$ cat src/rtl/core/rect_iou_pkg.sv
package rect_iou_pkg;

  localparam int COORD_BITS      = 12;
  localparam int SCORE_FRAC_BITS = 16;
  localparam int SCORE_BITS      = SCORE_FRAC_BITS + 1;
  localparam int MAX_CANDIDATES  = 256;
  localparam int SLOT_BITS       = 8;
  localparam int SLOT_MAX        = (1 << SLOT_BITS) - 1;
  localparam int POS_LIMIT       = (MAX_CANDIDATES - 1 > SLOT_MAX) ? SLOT_MAX
                                                                   : MAX_CANDIDATES - 1;
  localparam int AREA_BITS       = 2 * COORD_BITS;
  localparam int UNION_BITS      = AREA_BITS + 1;
  localparam int REM_BITS        = UNION_BITS + 1;
  localparam int DIV_STEPS       = SCORE_BITS;
  localparam int CNT_BITS        = $clog2(DIV_STEPS);

  typedef logic [COORD_BITS-1:0] coord_t;
  typedef logic [SCORE_BITS-1:0] score_t;
  typedef logic [SLOT_BITS-1:0]  slot_t;
  typedef logic [AREA_BITS-1:0]  area_t;

  typedef logic [1:0] mul_sel_t;
  localparam mul_sel_t MUL_INTER = 2'd0;
  localparam mul_sel_t MUL_REF   = 2'd1;
  localparam mul_sel_t MUL_CAND  = 2'd2;

  typedef struct packed {
    coord_t ref_left;
    coord_t ref_top;
    coord_t ref_right;
    coord_t ref_bottom;
    coord_t cand_left;
    coord_t cand_top;
    coord_t cand_right;
    coord_t cand_bottom;
    logic   last_pair;
  } pair_t;

  typedef struct packed {
    score_t pair_score;
    logic   overlaps;
    score_t best_score;
    slot_t  best_position;
    logic   has_match;
    logic   set_done;
  } result_t;

  typedef struct packed {
    logic     load;
    logic     edges;
    logic     spans;
    logic     mul_en;
    mul_sel_t mul_sel;
    logic     union_en;
    logic     div_step;
    logic     update;
  } ctrl_cmd_t;

  typedef struct packed {
    logic hit;
    logic out_busy;
  } ctrl_stat_t;

endpackage

$ cat src/rtl/core/rect_iou_ctrl.sv
module rect_iou_ctrl (
  input  logic                     clk,
  input  logic                     rst,
  input  logic                     pair_valid,
  output logic                     idle,
  input  rect_iou_pkg::ctrl_stat_t stat,
  output rect_iou_pkg::ctrl_cmd_t  cmd
);
  import rect_iou_pkg::*;

  localparam logic [3:0] ST_IDLE   = 4'd0;
  localparam logic [3:0] ST_EDGE   = 4'd1;
  localparam logic [3:0] ST_SPAN   = 4'd2;
  localparam logic [3:0] ST_MUL_I  = 4'd3;
  localparam logic [3:0] ST_MUL_R  = 4'd4;
  localparam logic [3:0] ST_MUL_C  = 4'd5;
  localparam logic [3:0] ST_UNION  = 4'd6;
  localparam logic [3:0] ST_DIV    = 4'd7;
  localparam logic [3:0] ST_UPDATE = 4'd8;

  logic [3:0]          state;
  logic [3:0]          state_next;
  logic [CNT_BITS-1:0] cnt;
  logic [CNT_BITS-1:0] cnt_next;

  assign idle = (state == ST_IDLE);

  always_comb begin
    state_next = state;
    cnt_next   = cnt;
    cmd        = '0;
    cmd.mul_sel = MUL_INTER;
    unique case (state)
      ST_IDLE: begin
        if (pair_valid) begin
          cmd.load   = 1'b1;
          state_next = ST_EDGE;
        end
      end
      ST_EDGE: begin
        cmd.edges  = 1'b1;
        state_next = ST_SPAN;
      end
      ST_SPAN: begin
        cmd.spans  = 1'b1;
        state_next = ST_MUL_I;
      end
      ST_MUL_I: begin
        cmd.mul_en  = 1'b1;
        cmd.mul_sel = MUL_INTER;
        state_next  = stat.hit ? ST_MUL_R : ST_UPDATE;
      end
      ST_MUL_R: begin
        cmd.mul_en  = 1'b1;
        cmd.mul_sel = MUL_REF;
        state_next  = ST_MUL_C;
      end
      ST_MUL_C: begin
        cmd.mul_en  = 1'b1;
        cmd.mul_sel = MUL_CAND;
        state_next  = ST_UNION;
      end
      ST_UNION: begin
        cmd.union_en = 1'b1;
        cnt_next     = '0;
        state_next   = ST_DIV;
      end
      ST_DIV: begin
        cmd.div_step = 1'b1;
        cnt_next     = cnt + 1'b1;
        if (cnt == CNT_BITS'(DIV_STEPS - 1)) begin
          state_next = ST_UPDATE;
        end
      end
      ST_UPDATE: begin
        if (!stat.out_busy) begin
          cmd.update = 1'b1;
          state_next = ST_IDLE;
        end
      end
      default: begin
        state_next = ST_IDLE;
      end
    endcase
  end

  always_ff @(posedge clk) begin
    if (rst) begin
      state <= ST_IDLE;
      cnt   <= '0;
    end else begin
      state <= state_next;
      cnt   <= cnt_next;
    end
  end

endmodule

$ cat src/rtl/core/rect_iou_dp.sv
module rect_iou_dp (
  input  logic                     clk,
  input  logic                     rst,
  input  rect_iou_pkg::pair_t      pair,
  input  rect_iou_pkg::ctrl_cmd_t  cmd,
  output rect_iou_pkg::ctrl_stat_t stat,
  output logic                     result_valid,
  input  logic                     result_ready,
  output rect_iou_pkg::result_t    result
);
  import rect_iou_pkg::*;

  pair_t                 pair_q;
  coord_t                ix0, iy0, ix1, iy1;
  coord_t                rw, rh, cw, ch;
  coord_t                iw, ih;
  logic                  hit;
  coord_t                mul_a, mul_b;
  area_t                 area_i, area_r, area_c;
  logic [UNION_BITS-1:0] uni;
  logic [REM_BITS-1:0]   rem;
  logic [REM_BITS-1:0]   rem_trial;
  logic [REM_BITS-1:0]   rem_kept;
  logic                  rem_ge;
  score_t                quo;
  score_t                best_value, best_value_next;
  slot_t                 best_slot, best_slot_next;
  logic                  match_seen, match_seen_next;
  slot_t                 position_count;
  score_t                score;
  result_t               result_q;
  logic                  out_valid;

  assign stat.hit      = hit;
  assign stat.out_busy = out_valid && !result_ready;
  assign result_valid  = out_valid;
  assign result        = result_q;

  always_comb begin
    unique case (cmd.mul_sel)
      MUL_INTER: begin
        mul_a = iw;
        mul_b = ih;
      end
      MUL_REF: begin
        mul_a = rw;
        mul_b = rh;
      end
      default: begin
        mul_a = cw;
        mul_b = ch;
      end
    endcase
  end

  assign rem_ge    = rem >= REM_BITS'(uni);
  assign rem_trial = rem - REM_BITS'(uni);
  assign rem_kept  = rem_ge ? rem_trial : rem;

  always_comb begin
    score           = hit ? quo : '0;
    best_value_next = best_value;
    best_slot_next  = best_slot;
    match_seen_next = match_seen;
    if (hit && (quo > best_value)) begin
      best_value_next = quo;
      best_slot_next  = position_count;
      match_seen_next = 1'b1;
    end
  end

  always_ff @(posedge clk) begin
    if (cmd.load) begin
      pair_q <= pair;
    end
    if (cmd.edges) begin
      ix0 <= (pair_q.ref_left > pair_q.cand_left) ? pair_q.ref_left : pair_q.cand_left;
      iy0 <= (pair_q.ref_top > pair_q.cand_top) ? pair_q.ref_top : pair_q.cand_top;
      ix1 <= (pair_q.ref_right < pair_q.cand_right) ? pair_q.ref_right : pair_q.cand_right;
      iy1 <= (pair_q.ref_bottom < pair_q.cand_bottom) ? pair_q.ref_bottom
                                                       : pair_q.cand_bottom;
      rw  <= pair_q.ref_right - pair_q.ref_left;
      rh  <= pair_q.ref_bottom - pair_q.ref_top;
      cw  <= pair_q.cand_right - pair_q.cand_left;
      ch  <= pair_q.cand_bottom - pair_q.cand_top;
    end
    if (cmd.spans) begin
      iw  <= ix1 - ix0;
      ih  <= iy1 - iy0;
      hit <= (ix0 < ix1) && (iy0 < iy1);
    end
    if (cmd.mul_en) begin
      unique case (cmd.mul_sel)
        MUL_INTER: area_i <= mul_a * mul_b;
        MUL_REF:   area_r <= mul_a * mul_b;
        default:   area_c <= mul_a * mul_b;
      endcase
    end
    if (cmd.union_en) begin
      uni <= UNION_BITS'(area_r) + UNION_BITS'(area_c) - UNION_BITS'(area_i);
      rem <= REM_BITS'(area_i);
      quo <= '0;
    end
    if (cmd.div_step) begin
      rem <= {rem_kept[REM_BITS-2:0], 1'b0};
      quo <= {quo[SCORE_BITS-2:0], rem_ge};
    end
    if (cmd.update) begin
      result_q.pair_score    <= score;
      result_q.overlaps      <= hit;
      result_q.best_score    <= best_value_next;
      result_q.best_position <= best_slot_next;
      result_q.has_match     <= match_seen_next;
      result_q.set_done      <= pair_q.last_pair;
    end
  end

  // running best of the set, position counter and result valid
  always_ff @(posedge clk) begin
    if (rst) begin
      best_value     <= '0;
      best_slot      <= '0;
      match_seen     <= 1'b0;
      position_count <= '0;
      out_valid      <= 1'b0;
    end else begin
      if (cmd.update) begin
        out_valid <= 1'b1;
        if (pair_q.last_pair) begin
          best_value     <= '0;
          best_slot      <= '0;
          match_seen     <= 1'b0;
          position_count <= '0;
        end else begin
          best_value <= best_value_next;
          best_slot  <= best_slot_next;
          match_seen <= match_seen_next;
          if (position_count < SLOT_BITS'(POS_LIMIT)) begin
            position_count <= position_count + 1'b1;
          end
        end
      end else if (result_ready) begin
        out_valid <= 1'b0;
      end
    end
  end

endmodule

$ cat src/rtl/core/rect_iou_best_match.sv
// channel  | direction | handshake                   | payload
// pair     | in        | pair_valid / pair_ready     | rect_iou_pkg::pair_t
// result   | out       | result_valid / result_ready | rect_iou_pkg::result_t
//
// One transaction at a time. A miss takes one pass of the shared 12x12 multiplier;
// an overlap takes three passes of it and then a 17-step restoring divider.
// The result sits in an output register; the next pair is taken while it waits.
// Synchronous reset clears the running best, position counter and result valid.
// A stalled result holds the final update step until the register frees up.
module rect_iou_best_match (
  input  logic                  clk,
  input  logic                  rst,
  input  logic                  pair_valid,
  output logic                  pair_ready,
  input  rect_iou_pkg::pair_t   pair,
  output logic                  result_valid,
  input  logic                  result_ready,
  output rect_iou_pkg::result_t result
);
  import rect_iou_pkg::*;

  ctrl_cmd_t  cmd;
  ctrl_stat_t stat;

  rect_iou_ctrl u_ctrl (
    .clk        (clk),
    .rst        (rst),
    .pair_valid (pair_valid),
    .idle       (pair_ready),
    .stat       (stat),
    .cmd        (cmd)
  );

  rect_iou_dp u_dp (
    .clk          (clk),
    .rst          (rst),
    .pair         (pair),
    .cmd          (cmd),
    .stat         (stat),
    .result_valid (result_valid),
    .result_ready (result_ready),
    .result       (result)
  );

  a_score_range: assert property (@(posedge clk) disable iff (rst)
    result_valid |-> result.pair_score <= SCORE_BITS'(1 << SCORE_FRAC_BITS))
    else $error("pair score above one");

  a_miss_zero: assert property (@(posedge clk) disable iff (rst)
    (result_valid && !result.overlaps) |-> result.pair_score == '0)
    else $error("nonzero score without overlap");

  a_no_match_clear: assert property (@(posedge clk) disable iff (rst)
    (result_valid && !result.has_match) |->
      (result.best_score == '0 && result.best_position == '0))
    else $error("best set without a match");

  a_one_at_a_time: assert property (@(posedge clk) disable iff (rst)
    (pair_valid && pair_ready) |=> !pair_ready)
    else $error("second transaction taken while busy");

endmodule
$ cat config.mk
export PLATFORM = sky130hd
export DESIGN_NAME = rect_iou_best_match
export DESIGN_NICKNAME = d
export VERILOG_FILES = /design/src/rtl/core/rect_iou_pkg.sv /design/src/rtl/core/rect_iou_ctrl.sv /design/src/rtl/core/rect_iou_dp.sv /design/src/rtl/core/rect_iou_best_match.sv
export SDC_FILE = /design/constraint.sdc
export NUM_CORES = 1
export LEC_CHECK = 0
export BUFFER_PORTS_ARGS = -buffer_cell sky130_fd_sc_hd__buf_2
export CAP_MARGIN = 20
export CORE_ASPECT_RATIO = 0.75
export CORE_MARGIN = 1.5
export CORE_UTILIZATION = 60
export DETAILED_ROUTE_END_ITERATION = 7
export GPL_TIMING_DRIVEN = 0
export PLACE_DENSITY = 0.83
export RECOVER_POWER = 25
export SLEW_MARGIN = 10
export SYNTH_ARGS = -nofsm -noshare
export SYNTH_HDL_FRONTEND = slang
export SYNTH_SLANG_ARGS = --single-unit
export TNS_END_PERCENT = 30
$ cat constraint.sdc
create_clock -name clk -period 22.2 [get_ports clk]
set_input_delay 3.33 -clock clk [delete_from_list [all_inputs] [get_ports clk]]
set_output_delay 3.33 -clock clk [all_outputs]
set_load 0.02 [all_outputs]
==> results of run 1 <==
[flip-flops by register name (all words and copies together), names as in the netlist, 17 cells and up]
name and flops:
u_dp.uni 25, u_dp.quo 17, u_dp.best_value 17, u_dp.area_r 24, u_dp.area_c 24, u_dp.result 45
u_dp.rem 26, u_dp.area_i 24, u_dp.pair_q 97
[path summary, 6_finish.rpt]
path              cells past startpoint  slack, ps              start           endpoint
setup / recovery                     25      14130    u_ctrl.state[2]    u_dp.area_c[22]
hold / removal                        1        480  u_dp.best_slot[1]  u_dp.best_slot[1]
setup reg to reg                     25      14130    u_ctrl.state[2]    u_dp.area_c[22]
hold reg to reg                       1        480  u_dp.best_slot[1]  u_dp.best_slot[1]
[placed cells by master, fill, tap and decap left out, drive strengths merged, types with 35 or more instances in the layout]
cell    instances
mux2i          62
a21oi         100
inv           421
dfxtp          45
nand2         174
buf           173
clkbuf         95
edfxtp        402
a21o           89
nor2          192
fa            131
xor2           41
xnor2          71
nor3           35
mux2           47
ha            246
o21ai         102
and2           44
[kinds of logic after synthesis]
family | Yosys count | synth area share
compound gates | 434 | 0.102
xor+xnor | 112 | 0.0348
fa+ha+maj | 377 | 0.202
buf+inv | 464 | 0.0631
flops | 447 | 0.460
mux | 109 | 0.0408
simple gates | 594 | 0.0977
[through the flow]
stage,power (mW),worst slack [ps],hold WS [ps],instances
finish,3.15,14130,476,3416
CTS,3.17,14140,478,3415
floorplan,2.09,14090,417,2537
global route,3.36,13640,484,3415
detailed placement,2.39,14150,439,3334
global placement,2.32,11700,431,3314
[routing by layer]
metal	vias to the layer above	GRT usage
met4	0	0.0677
met1	9326	0.352
met2	595	0.448
met3	109	0.0381
met5	-	0
li1	9160	-
[worst register-to-register path, stage by stage (launching register included)]
cell and delay, ps:
dfxtp_1 300, clkbuf_1 310, nand2b_1 190, nor2_1 430, clkbuf_1 450, nor2_1 90, a21oi_1 480, clkbuf_1 450
nand2_1 140, fa_1 500, fa_1 520, inv_1 40, ha_1 310, fa_1 540, inv_1 50, fa_1 520
inv_1 40, ha_1 330, o21ai_0 310, a21oi_1 130, o41ai_1 440, o21bai_1 140, a21o_1 250, a311oi_1 460
a22oi_1 160, xor2_1 200
[layout make-up]
cell class                      count  area [um2]  share of cell area
Inverter                          419        1570              0.0501
Antenna cell                        1        2.50           0.0000797
Sequential cell                   447       13000               0.413
Tap cell                          630         788              0.0251
Multi-Input combinational cell   1626       13500               0.429
Timing Repair Buffer              167         903              0.0288
Clock buffer                       56        1180              0.0375
Buffer                             45         209             0.00665
Clock inverter                     25         314              0.0100
[power breakdown]
group | switching (mW) | leakage, nW | internal (mW) | total, mW
clock network | 0.329 | 0.724 | 0.439 | 0.768
registers | 0.0248 | 4.18 | 1.13 | 1.16
logic | 0.733 | 9.19 | 0.490 | 1.22
==> impl_metrics.ini, run 1 <==
[critical_path]
cp_max_fo = 10
cp_slowest_stage_delay_ps = 540
end_kind = flop
startpoint_type = flop
crit_type = flop to flop
worstPathArrival_ps = 8420
worst-path-buf-inv = 6
cp.required_ps = 22540
cpMostUsedCell = fa_1
crit_slowest_cell = fa_1
crit_family = adder cells

[synth]
synth_area_mm2 = 0.0282
synth-async-reset-ratio = 0
synth_top_cells_by_count = inv_1 (419), edfxtp_1 (402), ha_1 (246)
synth-edff-count = 402
synthCells = 2537
synth_top_cell_by_area = edfxtp_1
synth.most_common_cell = inv_1
synth_cell_types = 68
yosys-top-cells-area = edfxtp_1 (43%), ha_1 (11%), fa_1 (9.3%)
synth_warnings = 0
synth_nets = 3015
yosysSeqAreaShare = 0.460
synth_flop_cell = edfxtp_1
avgSynthCellArea_um2 = 11.1
ys_seq_elements = 447
netlist.area_leader.share = 0.428

[clock_tree]
clock_latency_ps = 610
clock_sinks = 447
cts_hold_buf = 0
clk_pin_slew_worst_paths_ps = 60
clock-root-buffer = clkbuf_16
ctsResizeCount = 0
clockBufferDepth = 3
cts_buffers = 45
cts_htree_levels = 2
cts_tree = built
post_cts_buffers = 0

[finish]
final_util = 0.680
areaGrowthSynthToFinish_pct = 11.3
drive_gt1_frac = 0.107
fin_nets = 3229
fillCellCount = 3320
final_area_mm2 = 0.0314

[floorplanning]
design.core.area_mm2 = 0.0462
num_rows = 68
die_h_um = 191
dieArea_mm2 = 0.0484
die_x_um = 253
ios = 148
start_util = 0.611

[sta]
finClkSkew_ps = 62.3
rsz0062_at_grt = false
worst_pin_slew_ps = 2140
setup_viol = 0
final.period_utilization = 0.364
period_needed_ps = 8070
fin_tns_setup_ps = 0
clock.fmax_ghz = 0.124
slew_violations = 39
finalHoldViolCount = 0
slew_headroom = -0.430

[global_routing]
grt_max_degree = 76
grt_usage = 0.262
grt_pass1_wl_mm = 100
antenna_found_initial = 0
grt_pass1_vias = 19700
grt-ovfl-total = 0

[detailed_routing]
wl_met1_mm = 27.3
wl_per_cell_um = 18.1
first_iter_violations = 1366
drc = 0
avgViaCountPerCell = 5.62
ant_nets = 0
drt-total-wl_mm = 61.7
wl_met2_mm = 29.4
vias = 19200
drt_pass1_iterations = 5
wl_met3_mm = 3.62
highest_layer = met4

[power_and_ir_drop]
leakagePower_nw = 14.1
peakVddDrop_v = 0.000106
p_per_area_mw_per_mm2 = 100

[status]
violations = capacitance limit, slew limit
status = finished with violations

[hold_path]
hold_path_class = flop to flop

[placement]
gp_congestion = 0.920
place_area_mm2 = 0.0300
post-dp-hpwl_mm = 47.9
io_buffers = 147

[job]
drv_cap = 1
(Power assumes the default switching activity.)
==> inputs of run 2 (changes only) <==
--- a/config.mk
+++ b/config.mk
@@ -9,7 +9,7 @@
 export CAP_MARGIN = 20
 export CORE_ASPECT_RATIO = 0.75
 export CORE_MARGIN = 1.5
-export CORE_UTILIZATION = 60
+export CORE_UTILIZATION = 57
 export DETAILED_ROUTE_END_ITERATION = 7
 export GPL_TIMING_DRIVEN = 0
 export PLACE_DENSITY = 0.83
==> constraint.sdc (replaced) <==
create_clock -name clk -period 7.3 [get_ports clk]
set_input_delay 1.095 -clock clk [delete_from_list [all_inputs] [get_ports clk]]
set_output_delay 1.095 -clock clk [all_outputs]
set_load 0.02 [all_outputs]
==> impl_metrics.ini, run 2 (synthesized netlist as in run 1, its figures left out) <==
[status]
status = finished with violations
violations = capacitance limit, slew limit

[critical_path]
end_kind = flop
cpMostUsedCell = fa_1
worstPathArrival_ps = 7260
crit_type = flop to flop
cp_slowest_stage_delay_ps = 530
r2r.worst_path.cells = 23
crit_chain = clkbuf_1 > clkbuf_4 > mux2i_1 > a21oi_2 > clkbuf_4 > nand2_1 > fa_1 > fa_1 > inv_1 > ha_1 > fa_1 > inv_1 > fa_1 > inv_1 > ha_1 > o21ai_0 > a21oi_1 > o41ai_2 > o21bai_1 > a21o_1 > a311oi_2 > a22oi_1 > xor2_1
startpoint_type = flop
crit_slowest_cell = fa_1
cp.required_ps = 7630
cp_max_fo = 10

[clock_tree]
clock_sinks = 447
post_cts_buffers = 0
cts_htree_levels = 2
cts_tree = built
cts_buffers = 44
clockBufferDepth = 3
clock-root-buffer = clkbuf_16
clk_pin_slew_worst_paths_ps = 60
clock_latency_ps = 590

[detailed_routing]
drt-total-wl_mm = 62.0
wl_per_cell_um = 18.1
first_iter_violations = 1395
wl_met2_mm = 29.1
wl_met1_mm = 27.2
wl_met3_mm = 3.92
highest_layer = met4
drc = 0
vias = 19300
avgViaCountPerCell = 5.62
drt_pass1_iterations = 6
ant_nets = 0

[sta]
fin_tns_setup_ps = 0
slew_headroom = -0.353
period_needed_ps = 6930
setup_viol = 0
clock.fmax_ghz = 0.144
slew_violations = 37
rsz0062_at_grt = false
worst_pin_slew_ps = 2030
final.period_utilization = 0.949
finalHoldViolCount = 0
worst_hold_slack_ps = 472
finClkSkew_ps = 35.7

[finish]
fillCellCount = 3577
final_area_mm2 = 0.0315
final_common_cell = inv_1
drive_gt1_frac = 0.119
largest-register = u_dp.pair_q
mostFrequentLayoutCells = inv_1 (419), edfxtp_1 (402), ha_1 (246)
n_antenna_cell = 0
biggestRegsByFlops = u_dp.pair_q: 97 flops, u_dp.result: 45 flops, u_dp.rem: 26 flops
fin_nets = 3222
areaGrowthSynthToFinish_pct = 11.8
largest_register_ff_count = 97

[floorplanning]
design.core.area_mm2 = 0.0488
ios = 148
start_util = 0.578
dieArea_mm2 = 0.0509
die_h_um = 196
die_x_um = 260
num_rows = 70

[power_and_ir_drop]
peakVddDrop_v = 0.000284
power_mw = 9.64
p_per_area_mw_per_mm2 = 306
leakagePower_nw = 14.1

[hold_path]
hold_path_class = flop to flop
holdPathStages = 1

[global_routing]
grt_pass1_wl_mm = 101
grt-ovfl-total = 0
grt_usage = 0.250
grt_pass1_vias = 20000
grt_max_degree = 75
antenna_found_initial = 0

[placement]
place_area_mm2 = 0.0300
gp_congestion = 0.965
io_buffers = 147
post-dp-hpwl_mm = 48.3

[job]
drv_cap = 2
[run 2: cell type report]
| class | count | area, um2 | share of cell area |
|---|---|---|---|
| multi-input cells | 1626 | 13600 | 0.431 |
| flip-flops and latches | 447 | 13000 | 0.411 |
| inverters | 419 | 1570 | 0.0499 |
| clock buffers | 57 | 1180 | 0.0374 |
| repair buffers | 162 | 933 | 0.0296 |
| well taps | 648 | 811 | 0.0257 |
| plain buffers | 44 | 235 | 0.00746 |
| clock inverters | 25 | 231 | 0.00734 |
[run 2: through the flow]
| step | cells | setup WS [ps] | utilization |
|---|---|---|---|
| 4_1_cts | 3428 | 140 | 0.646 |
| 3_5_place_dp | 3347 | -1050 | 0.615 |
| 6_report | 3428 | 372 | 0.647 |
| 2_1_floorplan | 2537 | 820 | - |
| 5_1_grt | 3428 | 66.4 | 0.647 |
| 3_3_place_gp | 3332 | -762 | 0.610 |
[run 2: report_power, final]
part	total (mW)	leakage, nW	internal [mW]	switching, mW
clock	2.22	0.675	1.23	0.991
combinational	3.89	9.27	1.53	2.37
sequential	3.53	4.19	3.45	0.0764
[run 2: final timing paths]
| check | start | slack (ps) | endpoint |
|---|---|---|---|
| min | u_dp.best_slot[7] | 470 | u_dp.best_slot[7] |
| max reg2reg | u_ctrl.state[0] | 370 | u_dp.area_r[22] |
| max | u_ctrl.state[0] | 370 | u_dp.area_r[22] |
| min reg2reg | u_dp.best_slot[7] | 470 | u_dp.best_slot[7] |
[run 2: critical path, delay by kind of cell, from the launching register on]
family	cells	cell delay, ps
adder cells (fa/ha/maj)	6	2740
AO/OA/AOI/OAI	8	2030
buffers and inverters	6	1080
flip-flops	1	330
XOR/XNOR	1	190
multiplexers	1	170
AND/OR/NAND/NOR	1	110
[run 2: repair_timing]
item,in CTS,in global routing
hold buffers,0,0
resized for setup,26,27
setup endpoints to repair,36,9
[run 2: routing by layer]
metal / vias up / track usage
met1: 9366 / 0.333
met5: - / 0
met2: 611 / 0.412
met4: 0 / 0.0851
li1: 9173 / -
met3: 127 / 0.0465
==> inputs of run 3 (changes only) <==
--- a/config.mk
+++ b/config.mk
@@ -7,7 +7,7 @@
 export LEC_CHECK = 0
 export BUFFER_PORTS_ARGS = -buffer_cell sky130_fd_sc_hd__buf_2
 export CAP_MARGIN = 20
-export CORE_ASPECT_RATIO = 0.75
+export CORE_ASPECT_RATIO = 1.2
 export CORE_MARGIN = 1.5
 export CORE_UTILIZATION = 57
 export DETAILED_ROUTE_END_ITERATION = 7
@@ -17,5 +17,6 @@
 export SLEW_MARGIN = 10
 export SYNTH_ARGS = -nofsm -noshare
 export SYNTH_HDL_FRONTEND = slang
+export SYNTH_HIERARCHICAL = 1
 export SYNTH_SLANG_ARGS = --single-unit
 export TNS_END_PERCENT = 30
==> impl_metrics.ini, run 3 <==
[status]
status = finished with violations
violations = capacitance limit, slew limit

[synth]
synth_cell_types = 76
synth_flop_cell = edfxtp_1
synth.most_common_cell = inv_1
synth-edff-count = 402
synth_top_cells_by_count = inv_1 (419), edfxtp_1 (402), ha_1 (246)
synthCells = 2580
netlist.area_leader.share = 0.425
synthSimpleGateAreaFrac = 0.105
synth_top_cell_by_area = edfxtp_1
synth_nets = 3058
ys_seq_elements = 447
synth.mux.area_fraction = 0.0296
synth-xor-area-share = 0.0349
synth-compound-area-share = 0.109
yosysSeqAreaShare = 0.457
synth_top_family_by_area = adder cells
synth_warnings = 6
synthAdderAreaFrac = 0.201
avgSynthCellArea_um2 = 11.0
synth_area_mm2 = 0.0284
yosys-top-cells-area = edfxtp_1 (43%), ha_1 (11%), fa_1 (9.2%)
synth-async-reset-ratio = 0

[critical_path]
worst-path-buf-inv = 6
crit_slowest_cell = fa_1
cp.required_ps = 7610
crit_family = adder cells
crit_chain = buf_2 > and3_1 > clkbuf_4 > clkbuf_4 > nand2_1 > o21ai_4 > nand2_1 > fa_1 > fa_1 > inv_1 > fa_1 > fa_1 > inv_1 > fa_1 > inv_1 > ha_1 > a211o_1 > o311ai_2 > a21oi_2 > a41o_1 > o41a_1 > a21o_1 > a21oi_2 > xnor2_1
end_kind = flop
cp_max_fo = 19
startpoint_type = flop
cp_slowest_stage_delay_ps = 550
crit_type = flop to flop
worstPathArrival_ps = 7390
cpMostUsedCell = fa_1

[floorplanning]
ios = 148
die_x_um = 207
dieArea_mm2 = 0.0512
start_util = 0.577
num_rows = 89
design.core.area_mm2 = 0.0492
die_h_um = 247

[finish]
largest_register_ff_count = 97
largest-register = u_dp/pair_q
fin_nets = 3270
areaGrowthSynthToFinish_pct = 11.7
drive_gt1_frac = 0.125
biggestRegsByFlops = u_dp/pair_q: 97 flops, u_dp/result: 45 flops, u_dp/rem: 26 flops
final_area_mm2 = 0.0317
mostFrequentLayoutCells = inv_1 (419), edfxtp_1 (402), ha_1 (246)
fillCellCount = 3693
final_common_cell = inv_1
regArea_mm2 = 0.0130
multiInputGateArea_mm2 = 0.0137
n_antenna_cell = 0

[sta]
slew_violations = 23
finalHoldViolCount = 0
final.period_utilization = 0.970
setup_viol = 0
slew_headroom = -0.128
rsz0062_at_grt = false
clock.fmax_ghz = 0.141
finClkSkew_ps = 25.1
period_needed_ps = 7080
worst_hold_slack_ps = 472
worst_pin_slew_ps = 1690
final.setup.worst_slack_ps = 222

[clock_tree]
clock-root-buffer = clkbuf_16
cts_htree_levels = 2
clock_latency_ps = 590
clk_pin_slew_worst_paths_ps = 60
clockBufferDepth = 3
cts_buffers = 44
cts_tree = built
clock_sinks = 447
cts_hold_buf = 0

[detailed_routing]
wl_per_cell_um = 17.1
wl_met2_mm = 32.1
wl_met1_mm = 22.5
drt-total-wl_mm = 59.4
first_iter_violations = 1165
wl_met3_mm = 2.09
drt_pass1_iterations = 5
ant_nets = 0
drc = 0
highest_layer = met4
avgViaCountPerCell = 5.58
vias = 19300

[power_and_ir_drop]
pwr-share-clk = 0.180
power_mw = 12.1
seqPwrFrac = 0.325
combPwrFrac = 0.494
leakagePower_nw = 13.7
peakVddDrop_v = 0.000422
switching_share = 0.379
p_switching_mw = 4.58
internal-power_mw = 7.49
p_per_area_mw_per_mm2 = 380

[global_routing]
grt_pass1_vias = 20400
grt_max_degree = 76
grt-ovfl-total = 0
grt_usage = 0.237
antenna_found_initial = 0
grt_pass1_wl_mm = 96.7

[placement]
place_ws_ps = -1970
post-dp-hpwl_mm = 46.4
gp_congestion = 0.955
place_area_mm2 = 0.0301
io_buffers = 147

[job]
drv_cap = 1

[hold_path]
hold_path_class = flop to flop
## run 3: cell type report
type,count,share of cell area
Multi-Input combinational cell,1656,0.433
Sequential cell,447,0.409
Inverter,419,0.0496
Clock buffer,55,0.0373
Timing Repair Buffer,169,0.0297
Tap cell,637,0.0251
Buffer,55,0.00931
Clock inverter,27,0.00678
## run 3: per-layer routing
layer | global-route usage | up-vias
li1 | - | 9359
met1 | 0.258 | 9321
met2 | 0.455 | 492
met3 | 0.0285 | 165
met4 | 0.107 | 0
met5 | 0 | -
## run 3: through the flow
| stage | std cells | TNS, ps | utilization |
|---|---|---|---|
| 4_1_cts | 3457 | 0 | 0.642 |
| 2_1_floorplan | 2580 | 0 | - |
| 5_1_grt | 3465 | 0 | 0.644 |
| 3_3_place_gp | 3364 | -140390 | 0.608 |
| 6_report | 3465 | 0 | 0.644 |
| 3_5_place_dp | 3378 | -46710 | 0.612 |
## run 3: timing repair
item                                    CTS  global route
gates resized for setup                  48            42
endpoints found under the setup margin   48             9
pin swaps                                 0             5
setup buffers                             0             6
## run 3: power groups by stage
stage / clock network (mW) / logic (mW) / registers [mW]
global route: 2.31 / 6.76 / 3.94
finish: 2.18 / 5.97 / 3.92
floorplan: 0 / 4.61 / 3.95
detailed placement: 0 / 5.83 / 3.98
CTS: 2.22 / 5.92 / 3.92
global placement: 0 / 5.50 / 3.99
## run 3: worst paths after layout
kind | from | endpoint | slack [ps] | cells after the start
setup / recovery | u_ctrl/state[0] | u_dp/area_i[22] | 220 | 24
hold / removal | u_dp/match_seen | u_dp/match_seen | 470 | 2
setup reg to reg | u_ctrl/state[0] | u_dp/area_i[22] | 220 | 24
hold reg to reg | u_dp/match_seen | u_dp/match_seen | 470 | 2
## run 3: cells by family after synthesis
group	after synthesis
AOI/OAI and AO/OA	467
xor gates and xnor gates	113
adders and majority gates	377
buffers and inverters	477
DFF	447
muxes	78
and+or+nand+nor	621
## run 3: worst reg2reg max path, stage by stage, from the launching register on
cell and delay [ps]:
dfxtp_1 320, buf_2 310, and3_1 240, clkbuf_4 250
clkbuf_4 290, nand2_1 150, o21ai_4 150, nand2_1 140
fa_1 540, fa_1 550, inv_1 60, fa_1 500
fa_1 540, inv_1 50, fa_1 520, inv_1 40
ha_1 310, a211o_1 300, o311ai_2 340, a21oi_2 120
a41o_1 270, o41a_1 350, a21o_1 210, a21oi_2 150
xnor2_1 110
